### src/rtl/ests_pkg.sv
package ests_pkg;

  localparam int CHAR_W     = 8;
  localparam int VAL_W      = 32;
  localparam int NUM_DIGITS = 10;
  localparam int DIGIT_W    = 4;
  localparam int IDX_W      = $clog2(NUM_DIGITS);
  localparam int ITER_W     = $clog2(VAL_W);
  localparam int MAX_PLAIN  = 3;

  localparam logic [CHAR_W-1:0] CH_QUOTE  = 8'h27;
  localparam logic [CHAR_W-1:0] CH_BSLASH = 8'h5C;
  localparam logic [CHAR_W-1:0] CH_DOLLAR = 8'h24;
  localparam logic [CHAR_W-1:0] CH_QMARK  = 8'h3F;
  localparam logic [CHAR_W-1:0] CH_MINUS  = 8'h2D;
  localparam logic [DIGIT_W-1:0] CH_DIGIT_HI = 4'h3;

  localparam logic [1:0] HELD_NONE   = 2'd0;
  localparam logic [1:0] HELD_BSL    = 2'd1;
  localparam logic [1:0] HELD_BSLDOL = 2'd2;
  localparam logic [1:0] HELD_DOL    = 2'd3;

  typedef logic [CHAR_W-1:0] char_t;
  typedef logic [DIGIT_W-1:0] bcd_digit_t;
  typedef bcd_digit_t [NUM_DIGITS-1:0] bcd_word_t;

  typedef struct packed {
    logic             busy;
    logic             neg;
    logic [IDX_W-1:0] msd;
  } conv_stat_t;

endpackage

### src/rtl/ests_byte_if.sv
interface ests_byte_if;
  import ests_pkg::*;

  logic  valid;
  logic  ready;
  char_t char_code;
  logic  last;

  modport source (output valid, output char_code, output last, input ready);
  modport sink (input valid, input char_code, input last, output ready);

endinterface

### src/rtl/exit_status_token_substituter.sv
// Rewrites a byte string and replaces each "$?" outside single quotes with the
// signed decimal text of the last cfg_wdata value; "\$?" yields a literal "$?"
// and quoted text passes unchanged. A request is taken only when the block is
// idle; it produces up to three plain bytes, or up to eleven for a
// substitution, each sent when out_s.ready allows. Writing cfg_wdata starts a
// shift-and-adjust binary to decimal conversion in a single shared unit,
// during which in_s.ready is low.
module exit_status_token_substituter
  import ests_pkg::*;
(
  input  logic                    clk,
  input  logic                    rst_n,
  ests_byte_if.sink               in_s,
  ests_byte_if.source             out_s,
  input  logic                    cfg_we,
  input  logic signed [VAL_W-1:0] cfg_wdata
);

  localparam logic ST_IDLE = 1'b0;
  localparam logic ST_EMIT = 1'b1;

  conv_stat_t conv;
  bcd_word_t  digits;

  ests_bcd u_bcd (
    .clk    (clk),
    .rst_n  (rst_n),
    .start  (cfg_we),
    .value  (cfg_wdata),
    .stat   (conv),
    .digits (digits)
  );

  logic             state_r, state_nxt;
  logic             quote_r, quote_nxt;
  logic [1:0]       held_r, held_nxt;
  char_t            buf_r [MAX_PLAIN];
  char_t            buf_nxt [MAX_PLAIN];
  logic [1:0]       cnt_r, cnt_nxt;
  logic [1:0]       pos_r;
  logic             dig_r, dig_nxt;
  logic             last_r;
  logic             sign_r;
  logic [IDX_W-1:0] idx_r;
  logic             out_valid_r;
  char_t            out_char_r;
  logic             out_last_r;

  logic       in_ready, accept, out_load;
  char_t      c;
  logic       fr_push, fr_quote;
  logic [1:0] fr_held;
  char_t      emit_char;
  logic       emit_final;

  assign in_ready = (state_r == ST_IDLE) && !conv.busy && !cfg_we;
  assign accept   = in_s.valid && in_ready;
  assign out_load = !out_valid_r || out_s.ready;
  assign c        = in_s.char_code;

  assign fr_push  = (c != CH_BSLASH) && (c != CH_DOLLAR);
  assign fr_quote = (c == CH_QUOTE);
  assign fr_held  = (c == CH_BSLASH) ? HELD_BSL : ((c == CH_DOLLAR) ? HELD_DOL : HELD_NONE);

  always_comb begin
    quote_nxt = quote_r;
    held_nxt  = held_r;
    dig_nxt   = 1'b0;
    cnt_nxt   = '0;
    for (int i = 0; i < MAX_PLAIN; i++) begin
      buf_nxt[i] = c;
    end
    if (quote_r) begin
      buf_nxt[0] = c;
      cnt_nxt    = 2'd1;
      if (c == CH_QUOTE) begin
        quote_nxt = 1'b0;
      end
    end else begin
      unique case (held_r)
        HELD_NONE: begin
          if (fr_push) begin
            buf_nxt[0] = c;
            cnt_nxt    = 2'd1;
          end
          quote_nxt = fr_quote;
          held_nxt  = fr_held;
        end
        HELD_BSL: begin
          if (c == CH_DOLLAR) begin
            held_nxt = HELD_BSLDOL;
          end else begin
            buf_nxt[0] = CH_BSLASH;
            cnt_nxt    = 2'd1;
            if (fr_push) begin
              buf_nxt[1] = c;
              cnt_nxt    = 2'd2;
            end
            quote_nxt = fr_quote;
            held_nxt  = fr_held;
          end
        end
        HELD_BSLDOL: begin
          if (c == CH_QMARK) begin
            buf_nxt[0] = CH_DOLLAR;
            buf_nxt[1] = CH_QMARK;
            cnt_nxt    = 2'd2;
            held_nxt   = HELD_NONE;
          end else begin
            buf_nxt[0] = CH_BSLASH;
            buf_nxt[1] = CH_DOLLAR;
            cnt_nxt    = 2'd2;
            if (fr_push) begin
              buf_nxt[2] = c;
              cnt_nxt    = 2'd3;
            end
            quote_nxt = fr_quote;
            held_nxt  = fr_held;
          end
        end
        default: begin
          if (c == CH_QMARK) begin
            dig_nxt  = 1'b1;
            held_nxt = HELD_NONE;
          end else begin
            buf_nxt[0] = CH_DOLLAR;
            cnt_nxt    = 2'd1;
            if (fr_push) begin
              buf_nxt[1] = c;
              cnt_nxt    = 2'd2;
            end
            quote_nxt = fr_quote;
            held_nxt  = fr_held;
          end
        end
      endcase
    end
    if (in_s.last) begin
      unique case (held_nxt)
        HELD_BSL: begin
          buf_nxt[cnt_nxt] = CH_BSLASH;
          cnt_nxt          = cnt_nxt + 2'd1;
        end
        HELD_BSLDOL: begin
          buf_nxt[cnt_nxt] = CH_BSLASH;
          cnt_nxt          = cnt_nxt + 2'd1;
          buf_nxt[cnt_nxt] = CH_DOLLAR;
          cnt_nxt          = cnt_nxt + 2'd1;
        end
        HELD_DOL: begin
          buf_nxt[cnt_nxt] = CH_DOLLAR;
          cnt_nxt          = cnt_nxt + 2'd1;
        end
        default: begin
        end
      endcase
      held_nxt  = HELD_NONE;
      quote_nxt = 1'b0;
    end
  end

  always_comb begin
    emit_char  = buf_r[pos_r];
    emit_final = (pos_r == cnt_r - 2'd1);
    if (dig_r) begin
      if (sign_r) begin
        emit_char  = CH_MINUS;
        emit_final = 1'b0;
      end else begin
        emit_char  = {CH_DIGIT_HI, digits[idx_r]};
        emit_final = (idx_r == '0);
      end
    end
  end

  always_comb begin
    state_nxt = state_r;
    unique case (state_r)
      ST_IDLE: begin
        if (accept && (dig_nxt || cnt_nxt != '0)) begin
          state_nxt = ST_EMIT;
        end
      end
      default: begin
        if (out_load && emit_final) begin
          state_nxt = ST_IDLE;
        end
      end
    endcase
  end

  always_ff @(posedge clk) begin
    if (!rst_n) begin
      state_r     <= ST_IDLE;
      quote_r     <= 1'b0;
      held_r      <= HELD_NONE;
      out_valid_r <= 1'b0;
    end else begin
      state_r <= state_nxt;
      if (accept) begin
        quote_r <= quote_nxt;
        held_r  <= held_nxt;
      end
      if (state_r == ST_EMIT && out_load) begin
        out_valid_r <= 1'b1;
      end else if (out_s.ready) begin
        out_valid_r <= 1'b0;
      end
    end
  end

  always_ff @(posedge clk) begin
    if (accept) begin
      buf_r  <= buf_nxt;
      cnt_r  <= cnt_nxt;
      dig_r  <= dig_nxt;
      last_r <= in_s.last;
      pos_r  <= '0;
      sign_r <= conv.neg;
      idx_r  <= conv.msd;
    end else if (state_r == ST_EMIT && out_load) begin
      out_char_r <= emit_char;
      out_last_r <= emit_final && last_r;
      if (!dig_r) begin
        pos_r <= pos_r + 2'd1;
      end else if (sign_r) begin
        sign_r <= 1'b0;
      end else begin
        idx_r <= idx_r - 1'b1;
      end
    end
  end

  assign in_s.ready      = in_ready;
  assign out_s.valid     = out_valid_r;
  assign out_s.char_code = out_char_r;
  assign out_s.last      = out_last_r;

endmodule

### src/rtl/ests_bcd.sv
module ests_bcd
  import ests_pkg::*;
(
  input  logic                    clk,
  input  logic                    rst_n,
  input  logic                    start,
  input  logic signed [VAL_W-1:0] value,
  output conv_stat_t              stat,
  output bcd_word_t               digits
);

  bcd_word_t         bcd_r, bcd_nxt, adj;
  logic [VAL_W-1:0]  mag_r, mag_nxt;
  logic              neg_r;
  logic              busy_r;
  logic [ITER_W-1:0] iter_r;
  logic [DIGIT_W*NUM_DIGITS+VAL_W-1:0] sh;
  logic [IDX_W-1:0]  msd;

  always_comb begin
    adj = bcd_r;
    for (int i = 0; i < NUM_DIGITS; i++) begin
      if (bcd_r[i] >= 4'd5) begin
        adj[i] = bcd_r[i] + 4'd3;
      end
    end
    sh = {adj, mag_r} << 1;
    bcd_nxt = sh[DIGIT_W*NUM_DIGITS+VAL_W-1:VAL_W];
    mag_nxt = sh[VAL_W-1:0];
  end

  always_comb begin
    msd = '0;
    for (int i = 0; i < NUM_DIGITS; i++) begin
      if (bcd_r[i] != '0) begin
        msd = IDX_W'(i);
      end
    end
  end

  always_ff @(posedge clk) begin
    if (!rst_n) begin
      bcd_r  <= '0;
      mag_r  <= '0;
      neg_r  <= 1'b0;
      busy_r <= 1'b0;
      iter_r <= '0;
    end else if (start) begin
      bcd_r  <= '0;
      neg_r  <= value[VAL_W-1];
      mag_r  <= value[VAL_W-1] ? (~value + 1'b1) : value;
      busy_r <= 1'b1;
      iter_r <= '0;
    end else if (busy_r) begin
      bcd_r  <= bcd_nxt;
      mag_r  <= mag_nxt;
      iter_r <= iter_r + 1'b1;
      if (iter_r == ITER_W'(VAL_W - 1)) begin
        busy_r <= 1'b0;
      end
    end
  end

  assign stat.busy = busy_r;
  assign stat.neg  = neg_r;
  assign stat.msd  = msd;
  assign digits    = bcd_r;

endmodule
### src/flat_wrapper.sv
// flat-port wrapper written by rule: the top's interface ports become plain ports
module exit_status_token_substituter_flat import ests_pkg::*;
  (clk, rst_n, cfg_we, cfg_wdata, in_s_valid, in_s_char_code, in_s_last, in_s_ready, out_s_valid, out_s_char_code, out_s_last, out_s_ready);
  ests_byte_if in_s_i ();
  ests_byte_if out_s_i ();
  input  logic clk;
  input  logic rst_n;
  input  logic cfg_we;
  input  logic signed [VAL_W-1:0] cfg_wdata;
  input wire logic [$bits(in_s_i.valid)-1:0] in_s_valid;
  input wire logic [$bits(in_s_i.char_code)-1:0] in_s_char_code;
  input wire logic [$bits(in_s_i.last)-1:0] in_s_last;
  output wire logic [$bits(in_s_i.ready)-1:0] in_s_ready;
  output wire logic [$bits(out_s_i.valid)-1:0] out_s_valid;
  output wire logic [$bits(out_s_i.char_code)-1:0] out_s_char_code;
  output wire logic [$bits(out_s_i.last)-1:0] out_s_last;
  input wire logic [$bits(out_s_i.ready)-1:0] out_s_ready;
  assign in_s_i.valid = in_s_valid;
  assign in_s_i.char_code = in_s_char_code;
  assign in_s_i.last = in_s_last;
  assign in_s_ready = in_s_i.ready;
  assign out_s_valid = out_s_i.valid;
  assign out_s_char_code = out_s_i.char_code;
  assign out_s_last = out_s_i.last;
  assign out_s_i.ready = out_s_ready;
  exit_status_token_substituter u_core (.clk(clk), .rst_n(rst_n), .in_s(in_s_i), .out_s(out_s_i), .cfg_we(cfg_we), .cfg_wdata(cfg_wdata));
endmodule
### config.mk
export PLATFORM = sky130hd
export DESIGN_NAME = exit_status_token_substituter_flat
export DESIGN_NICKNAME = d
export VERILOG_FILES = /design/src/rtl/ests_pkg.sv /design/src/rtl/ests_byte_if.sv /design/src/rtl/exit_status_token_substituter.sv /design/src/rtl/ests_bcd.sv /design/src/flat_wrapper.sv
export SDC_FILE = /design/constraint.sdc
export NUM_CORES = 1
export LEC_CHECK = 0
export BUFFER_PORTS_ARGS = -buffer_cell sky130_fd_sc_hd__buf_2
export CORE_MARGIN = 2
export CORE_UTILIZATION = 40
export CTS_CLUSTER_DIAMETER = 40
export DETAILED_ROUTE_END_ITERATION = 10
export GPL_TIMING_DRIVEN = 0
export PLACE_DENSITY_LB_ADDON = 0.3
export SLEW_MARGIN = 10
export SYNTH_ARGS = -nofsm -noshare
export SYNTH_HDL_FRONTEND = slang
export SYNTH_SLANG_ARGS = --single-unit
### constraint.sdc
create_clock -name clk -period 2.8 [get_ports clk]
set_input_delay 0.14 -clock clk [delete_from_list [all_inputs] [get_ports clk]]
set_output_delay 0.14 -clock clk [all_outputs]
set_load 0.01 [all_outputs]
Yosys cells after proc, flatten, opt, wreduce, memory -nomap -nowiden
Cells that the tools add are included.
{"block": "word_totals", "regBits": 128, "out_inout_bits": 11}
{"block": "classes", "order_cmp": 16, "n_reduce_logical": 38, "mux": 85, "n_addsub": 17, "eq_ne": 14, "bitwise": 17}
{"cell": "two-way mux 32 bit", "n": 3}
{"cell": "two-way mux 4 bit", "n": 22}
{"cell": "one-hot mux 24 bit (3 select lines)", "n": 1}
{"cell": "two-way mux 16 bit", "n": 3}
{"cell": "two-way mux 8 bit", "n": 6}
{"cell": "one-hot mux 8 bit (3 select lines)", "n": 2}
{"cell": "greater-or-equal comparator 4 x 3 -> 1 bit (second input constant)", "n": 10}
{"cell": "adder 4 x 2 -> 4 bit (second input constant)", "n": 9}
{"cell": "bitwise AND 18 bit", "n": 2}
{"cell": "NOT 18 bit", "n": 2}
{"cell": "nonzero test 4 bit", "n": 9}
{"cell": "adder 32 x 1 -> 32 bit (second input constant)", "n": 1}
{"cell": "demux 8 bit (select 2 bit)", "n": 2}
{"cell": "NOT 32 bit", "n": 1}
{"cell": "two-way mux 1 bit", "n": 25}
{"cell": "equality test 8 x 6 -> 1 bit (second input constant)", "n": 3}
{"cell": "two-way mux 24 bit", "n": 1}
{"cell": "two-way mux 2 bit", "n": 11}
{"cell": "binary-select mux 4 bit (select 4 bit)", "n": 1}
{"cell": "binary-select mux 8 bit (select 2 bit)", "n": 1}
{"cell": "two-way mux 15 bit", "n": 1}
{"cell": "bitwise AND 12 bit", "n": 1}
{"cell": "NOT 12 bit", "n": 1}
{"cell": "bitwise OR 12 bit", "n": 1}
{"cell": "other kinds (34)", "n": 68}

Depth between registers and ports, before layout
Gate-level depths: netlist (run 1).
{"block": "depth", "ltp_word": 16, "depth_mapped": 10, "mapped_depth_nobuf": 9}

By module
Synthesis (run 1) repeated with hierarchy kept, for this count alone.
{"block": "unflattened", "hier_cells": 870, "area_unflattened_um2": 7752.4}
{"module": "ests_bcd", "area_per_inst_um2": 4670.7, "n_inst": 1, "seq_area_each_um2": 1581.5, "cells_each": 569}
{"module": "exit_status_token_substituter", "area_per_inst_um2": 3081.7, "n_inst": 1, "seq_area_each_um2": 1401.3, "cells_each": 301}

Least setup slack after synthesis (run 1)
Ideal clock, no wire load.
{"block": "synth_path", "kind": "in2reg", "start": "in in_s_char_code[1]", "end": "reg u_core.buf_r[13] in the netlist's numbering, data pin", "cell_stages": 10, "setup_time_ps": 176, "n_path_buf": 1, "path_slack_ps": -161, "arrival_ps": 2785, "t_required_ps": 2624, "path_cell_list": "or4b_2 -> a21oi_1 -> buf_2 -> nor3_1 -> or3_1 -> ha_1 -> nor3_1 -> a21oi_1 -> o221a_2 -> o32ai_1"}
{"element": "start, declared", "line_no": "flat_wrapper.sv:11", "source": "input wire logic [$bits(in_s_i.char_code)-1:0] in_s_char_code;"}
{"element": "end signal, assigned", "line_no": "exit_status_token_substituter.sv:214", "source": "buf_r <= buf_nxt;"}
{"element": "end, declared", "line_no": "exit_status_token_substituter.sv:37", "source": "char_t buf_r [MAX_PLAIN];"}

==> results.ini, run 1 <==
[critical_path]
crit_arrival_ps = 2950
cp.required_ps = 3020
worst-path-stages = 10
end_kind = flip-flop
start_kind = primary input
crit_path_max_incr_delay_ps = 580
r2r_cells = 8
path_class = primary input to flip-flop
cp_max_fo = 7
cp_top_family = simple AND/OR/NAND/NOR gates
worstPathBufferInverterCount = 1
worst_path_most_repeated_cell = or4b_4
crit_chain = buf_2 -> or4b_4 -> or4b_4 -> and3_4 -> or3_4 -> ha_4 -> nor3_1 -> a21oi_1 -> o221a_2 -> o32ai_4
cp_slowest_cell = or4b_4

[global_route]
grt_pass1_wl_mm = 32.4
antenna_found_initial = 0
grt-ovfl-total = 0
grt_pass1_vias = 6253
grtUsageTotal_pct = 20.0
grt_max_degree = 38

[synth]
yosysTopAreaCell = dfxtp_1
ys_seq_area_share_pct = 37.9
syn_nets = 946
synth_top_area_share_pct = 21.9
synth_cell_type_count = 72
synthFlopType = dfxtp_1
synth_area_leaders = dfxtp_1, edfxtp_1, mux2i_1, ha_1, a21oi_1
synth_most_common_cell = dfxtp_1
synth-seq-cells = 128
synth_edf_count = 42
syn-instance-count = 870
async_flop_share_pct = 0
synth_area_um2 = 7870
syn_avg_cell_area_um2 = 9.04
ys_warn_count = 0
synth_top_cells_by_count = dfxtp_1, a21oi_1, nand2_1, nor2_1, mux2i_1

[timing]
slew_viol_final = 0
period_needed_ps = 2720
setup_viol = 0
slew_headroom_pct = 38.4
fin_skew_ps = 8.19
worst_slew_pin_slew_ps = 924
hold_viol_final = 0
fin_crit_sh_pct = 97.3
rsz0062_at_grt = no
fin_tns_setup_ps = 0
clock.fmax_mhz = 367

[floorplan]
die_w_um = 144
start_util_pct = 40.6
dieArea_um2 = 20800
die_h_um = 144
core_um2 = 19400
placementRows = 51
io_pins = 57

[status]
outcome = complete, no violations

[placed_design]
dpl_cell_area_um2 = 8510
hpwl_mm = 14.8
port_buffers = 54
routabilityCongestion = 0.894
dp_cells = 1189

[cells_and_area]
area_growth_pct = 16.6
antenna_cells = 0
nets = 1022
fin_cells = 1224
drive_gt1_share_pct = 14.2
fin_area_um2 = 9170

[drt]
vias = 6817
remaining_drc_errors = 0
ant_nets = 0
viasPerCell = 5.57
drt-wirelength-per-cell_um = 16.7
wl_mm = 20.5
first_iter_violations = 511
first_pass_iters = 5

[clock_network]
cts-root-buf = clkbuf_16
cts_tree = yes
clockBufferDepth = 2
path_clk_slew_ps = 60
ctsHtreeMaxLevel = 4
cts_inserted_buffers = 17
cts.sinks = 128
clk_latency_ps = 420

[power_and_ir_drop]
p_per_area_nw_per_um2 = 525
p_leak_nw = 3.40
ir_drop_uv = 342
power.total_w = 0.00482

[worst_hold_path]
hp-class = primary input to flip-flop
hold_path_depth = 3

[job]
maxCapViolCount = 0

## path summary, 6_finish.rpt
path / startpoint / endpoint / slack, ps
max: in_s_char_code[6] / u_core.buf_r[13] / 80
min: cfg_wdata[29] / u_core.u_bcd.mag_r[29] / 10
max reg2reg: u_core.held_r[1] / u_core.buf_r[13] / 100
min reg2reg: u_core.u_bcd.neg_r / u_core.u_bcd.neg_r / 450
## through the flow
stage	hold WS, ps	util, %	setup WS, ps
floorplan	239	-	-39.2
global placement	386	43.9	-624
detailed placement	389	43.9	-677
CTS	0.717	47.0	13.9
global route	31.3	47.3	26.6
finish	12.7	47.3	75.9
## cell families after synthesis
family          Yosys count  share of synthesized area [%]
mux                      64                           9.62
compound gates          246                           20.7
simple gates            251                           16.4
flops                   128                           37.9
xor+xnor                 51                           5.68
buf+inv                 100                           4.83
fa+ha+maj                30                           4.77
## routing by layer
metal / track usage (%) / wire [µm] / part of all wire (%) / up-vias
met3: 3.38 / 1100 / 5.4 / 26
li1: - / - / - / 3352
met5: 0 / 0 / 0 / -
met4: 6.18 / 313 / 1.5 / 0
met2: 31.3 / 9390 / 46 / 181
met1: 28.2 / 9650 / 47 / 3258
## state kept, by name, indices dropped and copies added (netlist names), 2 cells and up
signal and cells:
u_core.u_bcd.digits 40, u_core.u_bcd.mag_r 32, u_core.buf_r 24, u_core.out_s.char_code 8
u_core.u_bcd.iter_r 5, u_core.idx_r 4, u_core.cnt_r 2, u_core.held_r 2
u_core.pos_r 2
## layout by cell type, fill, tap and decap left out, types with 19 or more instances in the layout
| master | synthesis | layout |
|---|---|---|
| clkbuf_16 | 0 | 19 |
| xor2_1 | 24 | 24 |
| dfxtp_1 | 86 | 85 |
| buf_2 | 2 | 55 |
| a21oi_1 | 68 | 67 |
| a211oi_1 | 21 | 21 |
| inv_1 | 42 | 42 |
| clkbuf_1 | 43 | 39 |
| nor2_1 | 55 | 55 |
| edfxtp_1 | 42 | 42 |
| nand3_1 | 27 | 27 |
| nand2_1 | 57 | 57 |
| nand2b_1 | 33 | 33 |
| ha_1 | 30 | 29 |
| mux2i_1 | 49 | 49 |
| xnor2_1 | 27 | 27 |
| o21ai_0 | 48 | 48 |
## report_power, final
part / switching [W] / internal (W)
combinational: 0.000367 / 0.000235
sequential: 0.0000365 / 0.00201
clock: 0.000893 / 0.00128
## worst register-to-register path: cells and delay by family, from the launching register on
kind | cells | cell delay [ps]
AO/OA/AOI/OAI | 3 | 640
flip-flops | 1 | 370
AND/OR/NAND/NOR | 4 | 1300
adder cells (fa/ha/maj) | 1 | 190
## cell type report
class,instances,area [µm²]
Timing Repair Buffer,60,318
Tap cell,265,332
Inverter,44,170
Sequential cell,128,2980
Buffer,53,208
Clock inverter,12,93.8
Multi-Input combinational cell,642,4580
Fill cell,1928,10200
Clock buffer,20,489
## repair_timing
item / in CTS / in global routing
hold endpoints to repair: 1 / 0
hold buffers: 1 / 0
pin swaps: 0 / 4
endpoints found under the setup margin: 40 / 19
gates cloned: 0 / 0
gates resized for setup: 4 / 12
buffers inserted: 0 / 5
(Power assumes the default switching activity.)
==> run 2, diff against run 1 <==
--- a/config.mk
+++ b/config.mk
@@ -5,13 +5,13 @@
 export SDC_FILE = /design/constraint.sdc
 export NUM_CORES = 1
 export LEC_CHECK = 0
-export BUFFER_PORTS_ARGS = -buffer_cell sky130_fd_sc_hd__buf_2
+export BUFFER_PORTS_ARGS = -buffer_cell sky130_fd_sc_hd__buf_4
 export CORE_MARGIN = 2
 export CORE_UTILIZATION = 40
 export CTS_CLUSTER_DIAMETER = 40
 export DETAILED_ROUTE_END_ITERATION = 10
 export GPL_TIMING_DRIVEN = 0
-export PLACE_DENSITY_LB_ADDON = 0.3
+export PLACE_DENSITY_LB_ADDON = 0.08
 export SLEW_MARGIN = 10
 export SYNTH_ARGS = -nofsm -noshare
 export SYNTH_HDL_FRONTEND = slang
==> run 2 against run 1 <==
  * Critical path depth is the same
  * Clock skew increased by 5.2 ps
  * Combinational power increased by 5.1%
  * Flip-flop and latch count stayed put
  * Non-clock buffer count grew 1
  * Maximum frequency up 1.0%
  * Power rose by 3.4%
  * Die area unchanged
  * Design area grew 1.9%
  * Count of clock-buffer cells in the layout is 2 higher
  * Highest routed layer unchanged
  * Sequential power hardly changed
==> results.ini, run 2 (same netlist as run 1, synthesis figures left out) <==
[status]
outcome = complete, no violations

[drt]
first_pass_iters = 5  ; unchanged
vias = 6710  ; -1.6%
ant_nets = 0  ; unchanged
drt-wirelength-per-cell_um = 17.7  ; +6.0%
first_iter_violations = 433  ; -15%
remaining_drc_errors = 0  ; unchanged
viasPerCell = 5.48  ; -1.6%
wl_mm = 21.7  ; +6.1%

[timing]
setup_viol = 0  ; unchanged
fin_skew_ps = 13.3  ; +5.15 ps
worst_slew_pin_slew_ps = 1010  ; +89.3 ps
hold_ws_ps = 15.3  ; +2.66 ps
period_needed_ps = 2700  ; -27.3 ps
clock.fmax_mhz = 371  ; +1.0%
slew_viol_final = 0  ; unchanged
rsz0062_at_grt = no
fin_crit_sh_pct = 96.3  ; -0.98 points
slew_headroom_pct = 32.4  ; -6.0 points
hold_viol_final = 0  ; unchanged

[cells_and_area]
final_common_cell = dfxtp_1
area_growth_pct = 18.7
largest_reg_flops = 40  ; unchanged
layout_common_cells = dfxtp_1, a21oi_1, nand2_1
drive_gt1_share_pct = 13.6  ; -0.54 points
antenna_cells = 0  ; unchanged
nets = 1023  ; +0.098%
fill_cells = 1956  ; +1.5%

[clock_network]
cts.sinks = 128  ; unchanged
cts_setup_buffers = 0  ; unchanged
clockBufferDepth = 2  ; unchanged
clk_latency_ps = 430  ; about the same
cts-root-buf = clkbuf_16
cts_inserted_buffers = 17  ; unchanged
ctsHtreeMaxLevel = 4  ; unchanged
path_clk_slew_ps = 60  ; about the same
cts_tree = yes

[critical_path]
worstReg2RegStart = u_core.held_r[1]
worstPathBufferInverterCount = 3  ; +2
cp_max_fo = 6  ; -1
crit_start = in_s_char_code[3]
path_class = primary input to flip-flop
r2r_cells = 8  ; unchanged
end_kind = flip-flop
cp_top_family = simple AND/OR/NAND/NOR gates
crit_chain = buf_4 -> or4b_4 -> or4b_1 -> clkbuf_8 -> and3_4 -> or3_4 -> inv_1 -> ha_1 -> a21oi_1 -> a32o_1
crit_path_max_incr_delay_ps = 590  ; about the same
cp.required_ps = 2980  ; -40 ps
rrSetupSlack_ps = 150  ; +50 ps
worst-path-stages = 10  ; unchanged
cp_slowest_cell = or4b_4
crit_arrival_ps = 2880  ; -70 ps
start_kind = primary input

[global_route]
grt_pass1_wl_mm = 35.3  ; +9.1%
grt-ovfl-total = 0  ; unchanged
grt_max_degree = 38  ; unchanged
grtUsageTotal_pct = 22.2  ; +2.2 points
antenna_found_initial = 0  ; unchanged
grt_pass1_vias = 6430  ; +2.8%

[placed_design]
hpwl_mm = 15.7  ; +5.7%
routabilityCongestion = 0.863  ; -3.5%
port_buffers = 54  ; unchanged

[job]
maxCapViolCount = 0  ; unchanged

[power_and_ir_drop]
p_sw_share_pct = 26.1  ; -0.81 points
p_per_area_nw_per_um2 = 533  ; +1.5%
p_leak_nw = 3.46  ; +1.9%
pwr-share-clk_pct = 46.1  ; +1.1 points
pwr-share-comb_pct = 12.7  ; +0.2 points
power.total_w = 0.00498  ; +3.4%
p_switching_w = 0.00130  ; +0.31%
ir_drop_uv = 392  ; +14%
seqPwrFrac_pct = 41.2  ; -1.3 points
intPower_w = 0.00368  ; +4.5%

[worst_hold_path]
min_from = cfg_wdata[4]
hp-class = primary input to flip-flop
hold_path_depth = 3  ; unchanged

[floorplan]
dieArea_um2 = 20800  ; unchanged
die_w_um = 144  ; unchanged
start_util_pct = 40.6  ; unchanged
core_um2 = 19400  ; unchanged
die_h_um = 144  ; unchanged
io_pins = 57  ; unchanged
placementRows = 51  ; unchanged

[run 2: cell types whose count changed in the layout (fill, tap and decap cells not counted), moves of 2 or more]
cell,delta
buf_2,-53
buf_4,+48
clkinv_4,+2
dlygate4sd3_1,+5
inv_6,-4
nor3_1,-2
nor3_2,+2
or4b_4,-2
[run 2: metrics by stage]
step	worst slack (ps)	TNS [ps]	util, %	cells	cell area [µm²]
after global routing	12.1	0	48.2	1225	9340
final	103	0	48.2	1225	9340
after global placement	-504	-12000	44.6	1189	8640
after CTS	6.01	0	48.1	1227	9330
after detailed placement	-528	-13290	44.6	1189	8640
after floorplan	-39.2	-65.4	-	870	7910
[run 2: final timing paths]
check                               end
setup / recovery       u_core.buf_r[21]
hold / removal    u_core.u_bcd.mag_r[4]
setup reg to reg       u_core.buf_r[21]
hold reg to reg      u_core.u_bcd.neg_r
[run 2: repair_timing]
action / 4_1_cts / 5_1_grt
gates resized for setup: 3 / 7
endpoints found under the hold margin: 6 / 0
hold buffers: 6 / 0
endpoints found under the setup margin: 36 / 26
[run 2: power groups by stage]
stage                     logic, W  registers (W)  clock network (W)
after floorplan           0.000399        0.00208                  0
after global placement    0.000625        0.00209                  0
after detailed placement  0.000627        0.00209                  0
after CTS                 0.000637        0.00205            0.00234
after global routing      0.000702        0.00206            0.00242
final                     0.000633        0.00205            0.00230
[run 2: final cells by class]
class	count	area [µm²]	area share (%)
multi-input cells	642	4560	48.8
plain buffers	54	219	2.34
well taps	265	332	3.55
flip-flops and latches	128	2980	31.9
clock buffers	22	519	5.56
inverters	44	170	1.82
repair buffers	60	465	4.98
clock inverters	10	95.1	1.02
[run 2: worst reg2reg max path: stages (launching register included)]
cell	delay [ps]
dfxtp_2	360
or4b_1	540
clkbuf_8	180
and3_4	180
or3_4	370
inv_1	100
ha_1	300
a21oi_1	140
a32o_1	240
[run 2: layer usage]
metal  track usage, %  vias up  share of wire, %
met4             6.03        0               1.3
met2             35.8      136                46
met3             3.87       20               3.9
met1             30.7     3215                49
li1                 -     3339                 -
met5                0        -                 0
==> run 3, diff against run 2 <==
--- a/config.mk
+++ b/config.mk
@@ -7,7 +7,7 @@
 export LEC_CHECK = 0
 export BUFFER_PORTS_ARGS = -buffer_cell sky130_fd_sc_hd__buf_4
 export CORE_MARGIN = 2
-export CORE_UTILIZATION = 40
+export CORE_UTILIZATION = 53
 export CTS_CLUSTER_DIAMETER = 40
 export DETAILED_ROUTE_END_ITERATION = 10
 export GPL_TIMING_DRIVEN = 0
==> run 3 against run 2 <==
  * Clock skew decreased by 1.8 ps
  * Clock power decreased by 3%
  * Largest cell class unchanged
  * Global-route usage grew 4.5 points
  * Worst hold slack gained 7.3 ps
  * Register-to-register slack worse by 130 ps
  * Critical path depth fell by 2
  * Die area shrank 24%
  * Maximum frequency shrank 2.9%
  * Count of clock-buffer cells in the layout shrank 2
  * First-iteration DRC count rose by 44%
==> results.ini, run 3 (same netlist as run 1, synthesis figures left out) <==
[critical_path]
cp_max_fo = 8  ; +2
r2r_cells = 8  ; unchanged
crit_path_max_incr_delay_ps = 540  ; -50 ps
rrSetupSlack_ps = 20  ; -130 ps
cp_slowest_cell = or4b_4
r2r_end = u_core.buf_r[10]
crit_arrival_ps = 2940  ; +60 ps
cp_top_family = simple AND/OR/NAND/NOR gates
cp.required_ps = 2960  ; -20 ps
worst-path-stages = 8  ; -2
end_kind = flip-flop
crit_chain = or4b_4 -> clkbuf_8 -> and3_4 -> or3_4 -> ha_4 -> buf_4 -> a21o_4 -> a221o_1
start_kind = flip-flop
crit_start = u_core.held_r[1]
worstPathBufferInverterCount = 2  ; -1
critPathCapture = u_core.buf_r[10]
worstReg2RegStart = u_core.held_r[1]
path_class = flip-flop to flip-flop

[status]
outcome = complete, no violations

[floorplan]
die_w_um = 126  ; -13%
die_h_um = 126  ; -13%
start_util_pct = 54.1  ; +14 points
placementRows = 44  ; -14%
dieArea_um2 = 15800  ; -24%
io_pins = 57  ; unchanged
core_um2 = 14500  ; -25%

[drt]
ant_nets = 0  ; unchanged
wl_mm = 21.2  ; -2.6%
viasPerCell = 6.15  ; +12%
vias = 7054  ; +5.1%
drt-wirelength-per-cell_um = 18.4  ; +4.1%
first_pass_iters = 5  ; unchanged
remaining_drc_errors = 0  ; unchanged
first_iter_violations = 622  ; +44%

[clock_network]
ctsHtreeMaxLevel = 4  ; unchanged
path_clk_slew_ps = 60  ; about the same
clk_latency_ps = 430  ; about the same
cts_inserted_buffers = 17  ; unchanged
clockBufferDepth = 2  ; unchanged
cts-root-buf = clkbuf_16
cts.sinks = 128  ; unchanged
cts_tree = yes

[global_route]
grtUsageTotal_pct = 26.7  ; +4.5 points
grt_max_degree = 38  ; unchanged
grt-ovfl-total = 0  ; unchanged
grt_pass1_wl_mm = 33.8  ; -4.2%
grt_pass1_vias = 6613  ; +2.8%
antenna_found_initial = 0  ; unchanged

[cells_and_area]
fill_cells = 1219  ; -38%
area_growth_pct = 17.8
drive_gt1_share_pct = 13.7  ; +0.061 points
seqCellArea_um2 = 2990  ; about the same
multi_input_area_um2 = 4580  ; +0.55%
largest_reg_flops = 40  ; unchanged
layout_common_cells = dfxtp_1, a21oi_1, buf_4
nets = 1026  ; +0.29%
antenna_cells = 0  ; unchanged
final_common_cell = dfxtp_1
fin_area_um2 = 9270  ; -0.83%

[timing]
worst_slack_ps = 22.7  ; -80.5 ps
slew_viol_final = 0  ; unchanged
fin_crit_sh_pct = 99.2  ; +2.9 points
slew_headroom_pct = 34.7  ; +2.3 points
hold_viol_final = 0  ; unchanged
clock.fmax_mhz = 360  ; -2.9%
worst_slew_pin_slew_ps = 975  ; -38.2 ps
setup_viol = 0  ; unchanged
fin_skew_ps = 11.6  ; -1.75 ps
period_needed_ps = 2780  ; +80.5 ps

[placed_design]
dpl_cell_area_um2 = 8540  ; -1.2%
hpwl_mm = 15.3  ; -2.2%
port_buffers = 54  ; unchanged
routabilityCongestion = 0.964  ; +12%
post-place-ws_ps = -705  ; -177 ps

[job]
maxCapViolCount = 0  ; unchanged

[worst_hold_path]
hold_path_depth = 3  ; unchanged
hp-class = primary input to flip-flop

[power_and_ir_drop]
p_leak_nw = 3.45  ; -0.27%
p_per_area_nw_per_um2 = 530  ; -0.63%
ir_drop_uv = 474  ; +21%

## run 3: worst min path at each step
stage	startpoint	to
floorplan	in_s_last	u_core.last_r
global placement	in_s_last	u_core.last_r
detailed placement	in_s_last	u_core.last_r
CTS	in_s_char_code[2]	u_core.buf_r[2]
global route	in_s_char_code[2]	u_core.buf_r[2]
finish	cfg_wdata[19]	u_core.u_bcd.mag_r[19]
## run 3: area by class of cell
type,count,area share [%]
Sequential cell,128,32.2
Timing Repair Buffer,63,5.24
Clock inverter,12,1.54
Multi-Input combinational cell,642,49.5
Inverter,44,1.84
Tap cell,184,2.48
Clock buffer,20,4.82
Buffer,54,2.38
## run 3: tightest hold or removal path, delay by kind of cell
family          cells  cell delay, ps
xor+xnor            1              60
compound gates      1             110
buf+inv             1              90
## run 3: through the flow
| step | utilization, % | power (W) | hold slack [ps] | cells | TNS (ps) |
|---|---|---|---|---|---|
| 2_1_floorplan | - | 0.00248 | 239 | 870 | -65.4 |
| 3_3_place_gp | 58.8 | 0.00269 | 355 | 1108 | -8920 |
| 3_5_place_dp | 58.8 | 0.00270 | 357 | 1108 | -9870 |
| 4_1_cts | 63.3 | 0.00491 | 11.1 | 1143 | 0 |
| 5_1_grt | 63.7 | 0.00509 | 34.8 | 1147 | -23.1 |
| 6_report | 63.7 | 0.00491 | 22.6 | 1147 | 0 |
## run 3: what timing repair did
item / 4_1_cts / 5_1_grt
pin swaps: 0 / 2
endpoints found under the hold margin: 5 / 0
endpoints found under the setup margin: 47 / 13
resized for setup: 6 / 10
hold buffers: 5 / 0
setup buffers: 0 / 4
## run 3: where the power goes
group / internal, W / leakage [nW] / switching (W) / total [W]
Combinational: 0.000261 / 2.09 / 0.000372 / 0.000632
Sequential: 0.00201 / 1.09 / 0.0000413 / 0.00205
Clock: 0.00141 / 0.279 / 0.000817 / 0.00223
## run 3: per-layer routing
metal,routed length [µm],GRT usage [%]
met1,9890,37.8
met2,9480,41.3
met3,1350,5.23
met4,437,8.86
met5,0,0
